**config.mk**
```make
export PLATFORM = sky130hd
export DESIGN_NAME = normalized_histogram_with_min_max
export DESIGN_NICKNAME = d
export VERILOG_FILES = /design/src/hdl/nhist_pkg.sv /design/src/hdl/nhist_ram.sv /design/src/hdl/nhist_div.sv /design/src/hdl/nhist_fifo.sv /design/src/hdl/nhist_front.sv /design/src/hdl/nhist_back.sv /design/src/hdl/normalized_histogram_with_min_max.sv
export SDC_FILE = /design/constraint.sdc
export NUM_CORES = 2
export LEC_CHECK = 0
export CAP_MARGIN = 20
export CORE_ASPECT_RATIO = 0.5
export CORE_MARGIN = 4
export CORE_UTILIZATION = 65
export DETAILED_ROUTE_END_ITERATION = 10
export DONT_BUFFER_PORTS = 1
export HOLD_SLACK_MARGIN = 0.1
export PLACE_DENSITY_LB_ADDON = 0.05
export SETUP_SLACK_MARGIN = 0.4
export SLEW_MARGIN = 20
export SYNTH_ARGS = -nofsm -noshare
export SYNTH_HDL_FRONTEND = slang
export SYNTH_SLANG_ARGS = --single-unit
```
**constraint.sdc**
```tcl
create_clock -name clk -period 13.8 [get_ports clk]
set_input_delay 2.07 -clock clk [delete_from_list [all_inputs] [get_ports clk]]
set_output_delay 2.07 -clock clk [all_outputs]
set_load 0.005 [all_outputs]
```
**src/hdl/nhist_pkg.sv**
```systemverilog
// Shared types and constants of the normalized histogram block.
`default_nettype none
package nhist_pkg;

	localparam int DATA_W      = 32;
	localparam int BKT_W       = 6;
	localparam int SPAN_W      = 33;
	localparam int PROD_W      = 38;
	localparam int SHARE_W     = 10;
	localparam int QUEUE_DEPTH = 2;
	localparam int REG_IDX_W   = 2;
	localparam int SHARE_SCALE2 = 2000;

	localparam int DEF_MAX_BUCKETS = 32;
	localparam int DEF_COUNT_WIDTH = 20;

	localparam logic [DATA_W-1:0] RANGE_LOW_RST    = 32'd0;
	localparam logic [DATA_W-1:0] RANGE_HIGH_RST   = 32'd65535;
	localparam logic [BKT_W-1:0]  BUCKET_COUNT_RST = 6'd32;

	typedef enum logic [REG_IDX_W-1:0] {
		REG_RANGE_LOW    = 2'd0,
		REG_RANGE_HIGH   = 2'd1,
		REG_BUCKET_COUNT = 2'd2
	} reg_idx_t;

	typedef enum logic [1:0] {
		KIND_MIN   = 2'd0,
		KIND_MAX   = 2'd1,
		KIND_SHARE = 2'd2
	} kind_t;

	typedef struct packed {
		logic signed [DATA_W-1:0] sample;
		logic                     final_sample;
	} in_t;

	typedef struct packed {
		kind_t                    kind;
		logic [BKT_W-1:0]         bucket_index;
		logic signed [DATA_W-1:0] value;
		logic                     last;
	} out_t;

	typedef struct packed {
		logic [PROD_W-1:0] prod;
		logic [SPAN_W-1:0] span;
		logic              hit;
		logic              fin;
	} qent_t;

	typedef enum logic [3:0] {
		BK_IDLE,
		BK_DIV,
		BK_RD,
		BK_UPD,
		BK_MIN,
		BK_MAX,
		BK_SRD,
		BK_SLD,
		BK_SDIV,
		BK_SOUT
	} back_st_t;

endpackage
`default_nettype wire

```
**src/hdl/nhist_ram.sv**
```systemverilog
// Generic single-port-write, single-port-read RAM with registered read data.
`default_nettype none
module nhist_ram #(
	parameter int WIDTH = 20,
	parameter int DEPTH = 32
) (
	input  wire logic                                      clk,
	input  wire logic                                      we,
	input  wire logic [((DEPTH > 1) ? $clog2(DEPTH) : 1)-1:0] waddr,
	input  wire logic [WIDTH-1:0]                          wdata,
	input  wire logic                                      re,
	input  wire logic [((DEPTH > 1) ? $clog2(DEPTH) : 1)-1:0] raddr,
	output logic      [WIDTH-1:0]                          rdata
);

	logic [WIDTH-1:0] mem_q [DEPTH];

	always_ff @(posedge clk) begin
		if (we) begin
			mem_q[waddr] <= wdata;
		end
		if (re) begin
			rdata <= mem_q[raddr];
		end
	end

endmodule
`default_nettype wire

```
**src/hdl/nhist_div.sv**
```systemverilog
// Restoring divider that retires one quotient bit per cycle.
`default_nettype none
module nhist_div
	import nhist_pkg::*;
#(
	parameter int NUM_W = 38,
	parameter int DEN_W = 33,
	parameter int QUO_W = 10
) (
	input  wire logic             clk,
	input  wire logic             arst_n,
	input  wire logic             go,
	input  wire logic [NUM_W-1:0] num,
	input  wire logic [DEN_W-1:0] den,
	output logic                  done,
	output logic      [QUO_W-1:0] quo
);

	localparam int SH_W = DEN_W + QUO_W - 1;
	localparam int W    = (NUM_W > SH_W) ? NUM_W : SH_W;
	localparam int ST_W = $clog2(QUO_W + 1);

	logic [W-1:0]     rem_q;
	logic [W-1:0]     dsh_q;
	logic [QUO_W-1:0] quo_q;
	logic [ST_W-1:0]  step_q;
	logic             run_q;
	logic             done_q;
	logic             ge;

	assign ge   = (rem_q >= dsh_q);
	assign done = done_q;
	assign quo  = quo_q;

	always_ff @(posedge clk or negedge arst_n) begin
		if (!arst_n) begin
			run_q  <= 1'b0;
			done_q <= 1'b0;
			step_q <= '0;
		end else begin
			done_q <= 1'b0;
			if (go) begin
				run_q  <= 1'b1;
				step_q <= ST_W'(QUO_W);
			end else if (run_q) begin
				step_q <= step_q - 1'b1;
				if (step_q == ST_W'(1)) begin
					run_q  <= 1'b0;
					done_q <= 1'b1;
				end
			end
		end
	end

	always_ff @(posedge clk) begin
		if (go) begin
			rem_q <= W'(num);
			dsh_q <= W'(den) << (QUO_W - 1);
			quo_q <= '0;
		end else if (run_q) begin
			if (ge) begin
				rem_q <= rem_q - dsh_q;
			end
			quo_q <= {quo_q[QUO_W-2:0], ge};
			dsh_q <= dsh_q >> 1;
		end
	end

endmodule
`default_nettype wire

```
**src/hdl/nhist_fifo.sv**
```systemverilog
// Short queue of classified samples between the front and back parts.
`default_nettype none
module nhist_fifo
	import nhist_pkg::*;
(
	input  wire logic  clk,
	input  wire logic  arst_n,
	input  wire logic  push,
	input  wire qent_t din,
	input  wire logic  pop,
	output qent_t      dout,
	output logic       empty,
	output logic       full
);

	localparam int QAW = (QUEUE_DEPTH > 1) ? $clog2(QUEUE_DEPTH) : 1;
	localparam int CNW = $clog2(QUEUE_DEPTH + 1);

	qent_t          ent_q [QUEUE_DEPTH];
	logic [QAW-1:0] wptr_q;
	logic [QAW-1:0] rptr_q;
	logic [CNW-1:0] cnt_q;

	assign dout  = ent_q[rptr_q];
	assign empty = (cnt_q == '0);
	assign full  = (cnt_q == CNW'(QUEUE_DEPTH));

	always_ff @(posedge clk or negedge arst_n) begin
		if (!arst_n) begin
			wptr_q <= '0;
			rptr_q <= '0;
			cnt_q  <= '0;
		end else begin
			if (push) begin
				wptr_q <= (wptr_q == QAW'(QUEUE_DEPTH - 1)) ? '0 : wptr_q + 1'b1;
			end
			if (pop) begin
				rptr_q <= (rptr_q == QAW'(QUEUE_DEPTH - 1)) ? '0 : rptr_q + 1'b1;
			end
			if (push && !pop) begin
				cnt_q <= cnt_q + 1'b1;
			end else if (pop && !push) begin
				cnt_q <= cnt_q - 1'b1;
			end
		end
	end

	always_ff @(posedge clk) begin
		if (push) begin
			ent_q[wptr_q] <= din;
		end
	end

endmodule
`default_nettype wire

```
**src/hdl/nhist_front.sv**
```systemverilog
// Front part: takes samples, tracks minimum and maximum, classifies buckets.
`default_nettype none
module nhist_front
	import nhist_pkg::*;
(
	input  wire logic              clk,
	input  wire logic              arst_n,
	input  wire logic              start,
	input  wire in_t               item,
	input  wire logic [DATA_W-1:0] range_low,
	input  wire logic [DATA_W-1:0] range_high,
	input  wire logic [BKT_W-1:0]  k,
	input  wire logic              full,
	input  wire logic              run_done,
	output logic                   busy,
	output logic                   push,
	output qent_t                  entry,
	output logic signed [DATA_W-1:0] obs_min,
	output logic signed [DATA_W-1:0] obs_max
);

	logic                     vld_s1;
	logic                     fin_s1;
	logic [DATA_W:0]          off_s1;
	logic [DATA_W+1:0]        span_s1;
	logic signed [DATA_W-1:0] min_q;
	logic signed [DATA_W-1:0] max_q;
	logic                     run_open_q;
	logic                     fin_pend_q;
	logic                     accept;
	logic signed [DATA_W-1:0] seed_min;
	logic signed [DATA_W-1:0] seed_max;

	assign busy     = vld_s1 | full | fin_pend_q;
	assign accept   = start & ~busy;
	assign seed_min = run_open_q ? min_q : $signed(range_high);
	assign seed_max = run_open_q ? max_q : $signed(range_low);
	assign obs_min  = min_q;
	assign obs_max  = max_q;

	always_ff @(posedge clk or negedge arst_n) begin
		if (!arst_n) begin
			vld_s1     <= 1'b0;
			run_open_q <= 1'b0;
			fin_pend_q <= 1'b0;
		end else begin
			vld_s1 <= accept;
			if (accept) begin
				run_open_q <= 1'b1;
				fin_pend_q <= item.final_sample;
			end else if (run_done) begin
				run_open_q <= 1'b0;
				fin_pend_q <= 1'b0;
			end
		end
	end

	always_ff @(posedge clk) begin
		if (accept) begin
			fin_s1  <= item.final_sample;
			off_s1  <= {item.sample[DATA_W-1], item.sample} - {range_low[DATA_W-1], range_low};
			span_s1 <= {{2{range_high[DATA_W-1]}}, range_high}
				- {{2{range_low[DATA_W-1]}}, range_low} + (DATA_W+2)'(1);
			min_q   <= (item.sample < seed_min) ? item.sample : seed_min;
			max_q   <= (item.sample > seed_max) ? item.sample : seed_max;
		end
	end

	// A sample counts only if the range is not empty and it lies inside it.
	always_comb begin
		push       = vld_s1;
		entry.fin  = fin_s1;
		entry.span = span_s1[SPAN_W-1:0];
		entry.hit  = !span_s1[DATA_W+1] && (span_s1 != '0) && !off_s1[DATA_W]
			&& ({1'b0, off_s1} < span_s1);
		entry.prod = PROD_W'(off_s1[DATA_W-1:0]) * PROD_W'(k);
	end

endmodule
`default_nettype wire

```
**src/hdl/nhist_back.sv**
```systemverilog
// Back part: bucket index division, count update and the end-of-run report.
`default_nettype none
module nhist_back
	import nhist_pkg::*;
#(
	parameter int MAX_BUCKETS = DEF_MAX_BUCKETS,
	parameter int COUNT_WIDTH = DEF_COUNT_WIDTH
) (
	input  wire logic                     clk,
	input  wire logic                     arst_n,
	input  wire logic [BKT_W-1:0]         k,
	input  wire logic                     empty,
	input  wire qent_t                    head,
	input  wire logic signed [DATA_W-1:0] obs_min,
	input  wire logic signed [DATA_W-1:0] obs_max,
	output logic                          pop,
	output logic                          run_done,
	output logic                          strobe,
	output out_t                          result
);

	localparam int AW     = (MAX_BUCKETS > 1) ? $clog2(MAX_BUCKETS) : 1;
	localparam int SNUM_W = COUNT_WIDTH + 12;
	localparam int NUM_W  = (PROD_W > SNUM_W) ? PROD_W : SNUM_W;
	localparam int DEN_W  = (SPAN_W > COUNT_WIDTH + 1) ? SPAN_W : COUNT_WIDTH + 1;

	back_st_t               st_q;
	back_st_t               st_d;
	logic                   fin_q;
	logic                   vrd_q;
	logic [AW-1:0]          addr_q;
	logic [BKT_W-1:0]       i_q;
	logic [COUNT_WIDTH-1:0] peak_q;
	logic [MAX_BUCKETS-1:0] vbit_q;
	logic                   strobe_q;
	out_t                   result_q;

	logic                   div_go;
	logic [NUM_W-1:0]       div_num;
	logic [DEN_W-1:0]       div_den;
	logic                   div_done;
	logic [SHARE_W-1:0]     div_quo;
	logic                   re;
	logic                   we;
	logic [AW-1:0]          raddr;
	logic [COUNT_WIDTH-1:0] rdata;
	logic [COUNT_WIDTH-1:0] cur;
	logic [COUNT_WIDTH-1:0] nxt;
	logic                   emit;
	out_t                   res_d;
	logic                   last_bkt;

	nhist_div #(
		.NUM_W(NUM_W),
		.DEN_W(DEN_W),
		.QUO_W(SHARE_W)
	) u_div (
		.clk   (clk),
		.arst_n(arst_n),
		.go    (div_go),
		.num   (div_num),
		.den   (div_den),
		.done  (div_done),
		.quo   (div_quo)
	);

	nhist_ram #(
		.WIDTH(COUNT_WIDTH),
		.DEPTH(MAX_BUCKETS)
	) u_ram (
		.clk  (clk),
		.we   (we),
		.waddr(addr_q),
		.wdata(nxt),
		.re   (re),
		.raddr(raddr),
		.rdata(rdata)
	);

	// A bucket not written since the last report reads as zero.
	assign cur      = vrd_q ? rdata : '0;
	assign nxt      = (cur == '1) ? cur : cur + 1'b1;
	assign last_bkt = (i_q == k - 1'b1);
	assign strobe   = strobe_q;
	assign result   = result_q;

	always_ff @(posedge clk or negedge arst_n) begin
		if (!arst_n) begin
			st_q <= BK_IDLE;
		end else begin
			st_q <= st_d;
		end
	end

	always_comb begin
		st_d     = st_q;
		pop      = 1'b0;
		div_go   = 1'b0;
		div_num  = '0;
		div_den  = '0;
		re       = 1'b0;
		we       = 1'b0;
		raddr    = '0;
		emit     = 1'b0;
		run_done = 1'b0;
		res_d    = '0;
		case (st_q)
			BK_IDLE: begin
				if (!empty) begin
					pop = 1'b1;
					if (head.hit) begin
						div_go  = 1'b1;
						div_num = NUM_W'(head.prod);
						div_den = DEN_W'(head.span);
						st_d    = BK_DIV;
					end else if (head.fin) begin
						st_d = BK_MIN;
					end
				end
			end
			BK_DIV: begin
				if (div_done) begin
					st_d = BK_RD;
				end
			end
			BK_RD: begin
				re    = 1'b1;
				raddr = div_quo[AW-1:0];
				st_d  = BK_UPD;
			end
			BK_UPD: begin
				we   = 1'b1;
				st_d = fin_q ? BK_MIN : BK_IDLE;
			end
			BK_MIN: begin
				emit       = 1'b1;
				res_d.kind = KIND_MIN;
				res_d.value = obs_min;
				st_d       = BK_MAX;
			end
			BK_MAX: begin
				emit       = 1'b1;
				res_d.kind = KIND_MAX;
				res_d.value = obs_max;
				st_d       = BK_SRD;
			end
			BK_SRD: begin
				re    = 1'b1;
				raddr = i_q[AW-1:0];
				st_d  = BK_SLD;
			end
			BK_SLD: begin
				div_go  = 1'b1;
				div_num = NUM_W'(cur) * NUM_W'(SHARE_SCALE2) + NUM_W'(peak_q);
				div_den = DEN_W'({peak_q, 1'b0});
				st_d    = BK_SDIV;
			end
			BK_SDIV: begin
				if (div_done) begin
					st_d = BK_SOUT;
				end
			end
			BK_SOUT: begin
				emit               = 1'b1;
				res_d.kind         = KIND_SHARE;
				res_d.bucket_index = i_q;
				res_d.value        = (peak_q == '0) ? '0 : DATA_W'(div_quo);
				res_d.last         = last_bkt;
				if (last_bkt) begin
					run_done = 1'b1;
					st_d     = BK_IDLE;
				end else begin
					st_d = BK_SRD;
				end
			end
			default: begin
				st_d = BK_IDLE;
			end
		endcase
	end

	always_ff @(posedge clk or negedge arst_n) begin
		if (!arst_n) begin
			vbit_q   <= '0;
			peak_q   <= '0;
			strobe_q <= 1'b0;
			i_q      <= '0;
		end else begin
			strobe_q <= emit;
			if (run_done) begin
				vbit_q <= '0;
				peak_q <= '0;
			end else if (we) begin
				vbit_q[addr_q] <= 1'b1;
				if (nxt > peak_q) begin
					peak_q <= nxt;
				end
			end
			if (st_q == BK_MAX) begin
				i_q <= '0;
			end else if (st_q == BK_SOUT && !last_bkt) begin
				i_q <= i_q + 1'b1;
			end
		end
	end

	always_ff @(posedge clk) begin
		if (pop) begin
			fin_q <= head.fin;
		end
		if (re) begin
			vrd_q  <= vbit_q[raddr];
			addr_q <= raddr;
		end
		if (emit) begin
			result_q <= res_d;
		end
	end

endmodule
`default_nettype wire

```
**src/hdl/normalized_histogram_with_min_max.sv**
```systemverilog
// Top level of the equal-width histogram with running minimum and maximum.
//
// A sample word is taken at a clock edge where start is high and busy is low.
// The front part holds each sample in its s1 register and is busy meanwhile.
// For a sample that falls in a bucket the back part waits on the shared
// divider that retires one quotient bit per cycle; a dropped sample leaves
// the queue with no division. A two-entry queue lets the front keep taking
// samples while the back works, and busy rises when the queue fills.
// After a final sample the block stays busy and reports on result with a
// one-cycle strobe: the minimum, the maximum, then one share word per bucket
// in use, each share worked out through the same divider. The receiver
// must take each word in the cycle it is shown. The last word carries last.
// Configuration words on the cfg channel are to be given only while idle; the block does not enforce this.
// Reset loads the register defaults and empties the store at once: the
// bucket counts read as zero through valid bits, so there is no clearing pass.
`default_nettype none
module normalized_histogram_with_min_max
	import nhist_pkg::*;
#(
	parameter int MAX_BUCKETS = DEF_MAX_BUCKETS,
	parameter int COUNT_WIDTH = DEF_COUNT_WIDTH
) (
	input  wire logic                 clk,
	input  wire logic                 arst_n,
	input  wire logic                 start,
	input  wire in_t                  item,
	output logic                      busy,
	output logic                      strobe,
	output out_t                      result,
	input  wire logic                 cfg_valid,
	output logic                      cfg_ready,
	input  wire logic [REG_IDX_W-1:0] cfg_index,
	input  wire logic [DATA_W-1:0]    cfg_data
);

	logic [DATA_W-1:0]        range_low_q;
	logic [DATA_W-1:0]        range_high_q;
	logic [BKT_W-1:0]         bucket_count_q;
	logic [BKT_W-1:0]         k_eff;
	logic                     q_full;
	logic                     q_empty;
	logic                     q_push;
	logic                     q_pop;
	qent_t                    q_in;
	qent_t                    q_head;
	logic                     run_done;
	logic signed [DATA_W-1:0] obs_min;
	logic signed [DATA_W-1:0] obs_max;

	assign cfg_ready = 1'b1;

	always_ff @(posedge clk or negedge arst_n) begin
		if (!arst_n) begin
			range_low_q    <= RANGE_LOW_RST;
			range_high_q   <= RANGE_HIGH_RST;
			bucket_count_q <= BUCKET_COUNT_RST;
		end else if (cfg_valid && cfg_ready) begin
			case (cfg_index)
				REG_RANGE_LOW:    range_low_q    <= cfg_data;
				REG_RANGE_HIGH:   range_high_q   <= cfg_data;
				REG_BUCKET_COUNT: bucket_count_q <= cfg_data[BKT_W-1:0];
				default: begin
				end
			endcase
		end
	end

	always_comb begin
		if (bucket_count_q == '0) begin
			k_eff = BKT_W'(1);
		end else if (bucket_count_q > BKT_W'(MAX_BUCKETS)) begin
			k_eff = BKT_W'(MAX_BUCKETS);
		end else begin
			k_eff = bucket_count_q;
		end
	end

	nhist_front u_front (
		.clk       (clk),
		.arst_n    (arst_n),
		.start     (start),
		.item      (item),
		.range_low (range_low_q),
		.range_high(range_high_q),
		.k         (k_eff),
		.full      (q_full),
		.run_done  (run_done),
		.busy      (busy),
		.push      (q_push),
		.entry     (q_in),
		.obs_min   (obs_min),
		.obs_max   (obs_max)
	);

	nhist_fifo u_fifo (
		.clk   (clk),
		.arst_n(arst_n),
		.push  (q_push),
		.din   (q_in),
		.pop   (q_pop),
		.dout  (q_head),
		.empty (q_empty),
		.full  (q_full)
	);

	nhist_back #(
		.MAX_BUCKETS(MAX_BUCKETS),
		.COUNT_WIDTH(COUNT_WIDTH)
	) u_back (
		.clk     (clk),
		.arst_n  (arst_n),
		.k       (k_eff),
		.empty   (q_empty),
		.head    (q_head),
		.obs_min (obs_min),
		.obs_max (obs_max),
		.pop     (q_pop),
		.run_done(run_done),
		.strobe  (strobe),
		.result  (result)
	);

`ifndef SYNTHESIS
	a_final_blocks: assert property (@(posedge clk) disable iff (!arst_n)
		start && !busy && item.final_sample |=> busy)
		else $error("final sample did not hold off further samples");

	a_report_busy: assert property (@(posedge clk) disable iff (!arst_n)
		strobe && !result.last |-> busy)
		else $error("report word shown while the block was free");

	a_min_then_max: assert property (@(posedge clk) disable iff (!arst_n)
		strobe && result.kind == KIND_MIN |=> strobe && result.kind == KIND_MAX)
		else $error("maximum word did not follow the minimum word");

	a_share_range: assert property (@(posedge clk) disable iff (!arst_n)
		strobe && result.kind == KIND_SHARE |-> !result.value[DATA_W-1]
			&& result.value <= 32'sd1000)
		else $error("bucket share above one thousand");
`endif

endmodule
`default_nettype wire

```
==> summary.md <==
The flow ran to the end, and the final reports show no timing, DRC or antenna violations. The kind of start point of the critical path is a register. The clock buffer count from CTS was 105; the total count of hold-check failures in the final report was 0. On the critical path the largest part of the delay comes from adder cells.

The synthesized design contains 1226 register bits. The cell at the root of the clock tree is clkbuf_16. The final cell count without fillers was 7499. The tools report the pin count of the biggest net entering global routing as 170. Source of the worst register-to-register timing path: u_back.vrd_q.

The logs give 47.41k for the vias after detailed routing and 7298 for the cell count after placement. The multi-input combinational cells in the finished layout cover a total of 0.02994 mm2. The combinational cell fraction of total power was 53.7%.

The final wirelength is 168700 um, and the total inserted antenna cells is 0. The switching power as a share of total power works out to 42.71%. Setup repair after global routing left no endpoint under its margin.

The floorplan step defined a die boundary enclosing 0.1104 mm2. Detailed placement finished with a half-perimeter wire length of 113300 um. The transition time at the pin with the least slew margin was 1.053 ns; the starting utilization of the core area was 65.93%. The clock period could shrink to 7.806 ns. After filler insertion, the fill cell instance count of the layout stands at 7364. Across the run, the number of max-cap violations was 0. Clock-pin slew was measured on the worst setup and hold paths at 0.07 ns.

The routed design uses 77830 um of met2 wire. The routed design uses 13200 um of met3 wire. The number of enable-type register cells in the synthesized netlist is 1057. The run gives 0.03588 mm2 as the area taken by flip-flops and latches.

The switching power summed over all nets came out at 7.837 mW. Category of the critical setup timing path: register to register. Count of warnings emitted by yosys: 0. For the synthesized instance count, the log shows 6102. The run gives 0 as the total overflow reported by the global router.

The completed layout was analyzed and its total power is 18.35 mW. Row count: 83. The number of setup buffers added after CTS is 0. The logs give 8.25 ns for the data arrival time at the worst-slack endpoint and 0 for the number of antenna violations at the first check in global routing.

The quantity of I/O buffers inserted on ports works out to 0. Post-synthesis cell type with the largest combined area: edfxtp_1. In this run the tightest slew margin relative to its limit is 29.83%.

The critical path's slowest cell was edfxtp_1. The run gives 72520 um as the met1 routed wirelength after detailed routing. Commonest non-fill, non-tap cell in the layout: nand2_1.

The clock network is responsible for 16.5% of the overall power. The starting DRC count in detailed routing came out at 4697. For this design the static power due to leakage is 29.64 nW. The final net count came out at 6615. In this run the critical register-to-register path is captured at u_back.u_div.rem_q[30].

The finished cells cover 0.07338 mm2. The cell repeated most along the worst path was fa_1. The top layer reached by signal wires is met4. The longest clock path from root to sink contains 3 buffers. VDD sags by at most 0.2766 mV. In the final timing run, aggregate negative setup slack is 0 ns. For the worst setup path, the data required time is 14.25 ns. The area of the core region is 0.1033 mm2, and the worst hold margin is 0.4629 ns. The path with the worst hold slack has its endpoint at u_fifo.ent_q[0][0]. For the worst flop-to-flop path, the logic depth is 24. The path class of the tightest hold or removal check is register to register. The die is 465.9 um wide. The worst path meets setup with 5.994 ns of slack. The first TritonRoute pass finished after 6 iterations. The number of sinks on the clock net was 1226. The via count of the first global-routing pass came out at 46.41k. Gates resized during post-CTS repair numbered 0.

TritonCTS built the clock tree. The post-route netlist has 7.315% of its cells at a drive strength greater than 1. The most used flip-flop cell after synthesis is edfxtp_1. The sequential fraction of design power is 29.7%. Counting both buffers and inverters, the worst setup path holds a total of 3. In this run, distinct cell masters in the synthesized netlist total 105. After synthesis, the largest area contributor takes up 46.59% of total cell area.

In the synthesized netlist the async set-or-reset flop fraction comes to 11.91%. The later-pin clock latency in the skew report is 0.74 ns. In this design, the stage delay of the slowest critical-path cell is 1.02 ns. Across all register-to-register paths, the minimum setup slack is 5.99 ns.

The library cells used most frequently in the layout, excluding fill and tap cells, are nand2_1 (1092), edfxtp_1 (1057), inv_1 (437). The share of the Yosys chip area taken by registers is 52.66%. Along the worst path, the maximum fanout reaches 29. The cell depth of the worst min-delay path is 0. Traced cell by cell, the critical path runs through nand2_1, inv_1, fa_1, inv_1, fa_1, fa_1, fa_1, inv_1, ha_1, nor3_1, a21oi_1, a21o_1, a21oi_1, xnor2_1, ha_1, nand3_1, o21ai_0, nand4_1, o21bai_1, nor3b_1, nand2_1, nor4_2, xor2_1, o221ai_1.

The mean number of vias per cell is 6.322. In this run, post-CTS hold repair placed 0 buffers. In this run the power density over the cells is 250.1 mW/mm2. Dividing the synthesized area by the synthesized cell count gives 11.17 um2.

The final-report max-slew violation count was 0. Worst setup slack after placement: 6.101 ns. After synthesis, the cell types taking the most area are edfxtp_1 (47%), ha_1 (6.4%), nand2_1 (6.0%).

The internal power of the cells was 10.51 mW; the number of design rule violations left after detail routing was 0. The net count after synthesis is 6711. The maximum frequency from static timing analysis was 128.1 MHz. Detailed-route wire length per cell: 22.50 um. The tools report the critical hold path startpoint as u_front.fin_s1.

The tools report the critical path capture point type as a register. The final core area utilization came out at 71.01%. The first global-routing pass estimated 264400 um of wire. The cell area that synthesis handed to floorplanning was 0.06813 mm2. Critical path depth in cells: 24.

Setup violations remaining at the end of the flow were counted as 0. For the overall fraction of global-route tracks in use, the log shows 30.40%. The clock arrives with 0.04755 ns of skew. The portion of the clock cycle consumed by the worst path in the final layout came out at 56.56%.

From bottom edge to top edge, the die measures 236.9 um. The congestion estimate from routability-driven global placement came to 0.9440. Pin placement for this block handled 115 I/O pins. The clock tree synthesis step divided the H-tree into 3 levels.

The detail route stage leaves a number of antenna-violating nets equal to 0. Layout overhead on the synthesized area: 7.702%. Summing all placed instances gives a cell area of 0.06982 mm2.
worst reg2reg max path: stages (launching register included):
cell and delay, ns:
edfxtp_1 1.02, nand2_1 0.39, inv_1 0.34, fa_1 0.47
inv_1 0.09, fa_1 0.45, fa_1 0.49, fa_1 0.52
inv_1 0.05, ha_1 0.23, nor3_1 0.43, a21oi_1 0.22
a21o_1 0.22, a21oi_1 0.17, xnor2_1 0.10, ha_1 0.33
nand3_1 0.08, o21ai_0 0.34, nand4_1 0.19, o21bai_1 0.23
nor3b_1 0.38, nand2_1 0.23, nor4_2 0.22, xor2_1 0.19
o221ai_1 0.14
synth_stat cells (all sizes together) (11+ instances only):
cell type	n
nor4	25
nand4	53
xnor2	150
fa	191
nand2b	39
clkbuf	243
xor2	80
o21bai	26
inv	441
nand3	231
dfrtp	129
or3	19
o31ai	15
mux2	66
a211oi	45
a22o	24
o21ai	170
dfstp	17
and3	108
nor3	54
a311oi	131
edfxtp	1057
o21a	33
nor3b	11
o221ai	41
and2	43
a21o	131
o211ai	26
a31oi	61
nand2	1097
a21oi	247
nor2b	42
nor2	280
buf	38
ha	347
dfxtp	23
mux2i	225
power groups by stage:
stage / registers (mW) / clock network, mW / logic [mW]
detailed placement: 5.52 / 0 / 9.64
global route: 5.50 / 3.22 / 11.0
global placement: 5.50 / 0 / 9.41
finish: 5.46 / 3.03 / 9.86
CTS: 5.45 / 3.06 / 9.74
floorplan: 5.34 / 0 / 7.44
sequential cells by signal, indices dropped and copies added (netlist names), 33 cells and up:
signal,flops
u_back.u_div.rem_q,42
u_front.span_s1,34
u_back.u_ram.mem_q,640
u_front.off_s1,33
u_back.u_div.dsh_q,42
u_back.result,41
u_fifo.ent_q,146
cell families (layout without fill, tap and decap cells):
family	count (synthesis)	after routing	synth area share [%]
AND/OR/NAND/NOR	2054	2054	13.53
flip-flops	1226	1226	52.66
AO/OA/AOI/OAI	1039	1039	10.43
buffers and inverters	723	718	4.024
adder cells (fa/ha/maj)	538	538	11.98
multiplexers	291	291	4.402
XOR/XNOR	230	230	2.968
other	1	1	0.005504
routing by layer:
layer,vias to the layer above,GRT usage [%]
met4,0,9.260
met3,324,5.052
met2,1990,47.94
met5,-,0
li1,21689,-
met1,23407,43.78
worst max path at each step:
stage | start | endpoint | slack, ns
CTS | u_back.vrd_q | u_back.u_div.rem_q[30] | 6.05
finish | u_back.vrd_q | u_back.u_div.rem_q[30] | 5.99
floorplan | start | u_front.fin_pend_q | 5.44
global placement | u_back.vrd_q | u_back.u_div.rem_q[30] | 6.33
global route | u_back.vrd_q | u_back.u_div.rem_q[30] | 5.48
detailed placement | u_back.vrd_q | u_back.u_div.rem_q[30] | 6.10
area by class of cell:
type                    instances  share of cell area [%]
inverters                     442                   2.275
clock inverters                75                   1.083
multi-input cells            4153                   40.80
repair buffers                 78                  0.8799
flip-flops and latches       1226                   48.90
clock buffers                 123                   3.673
well taps                    1402                   2.391
Power figures use the tool's default switching activity.
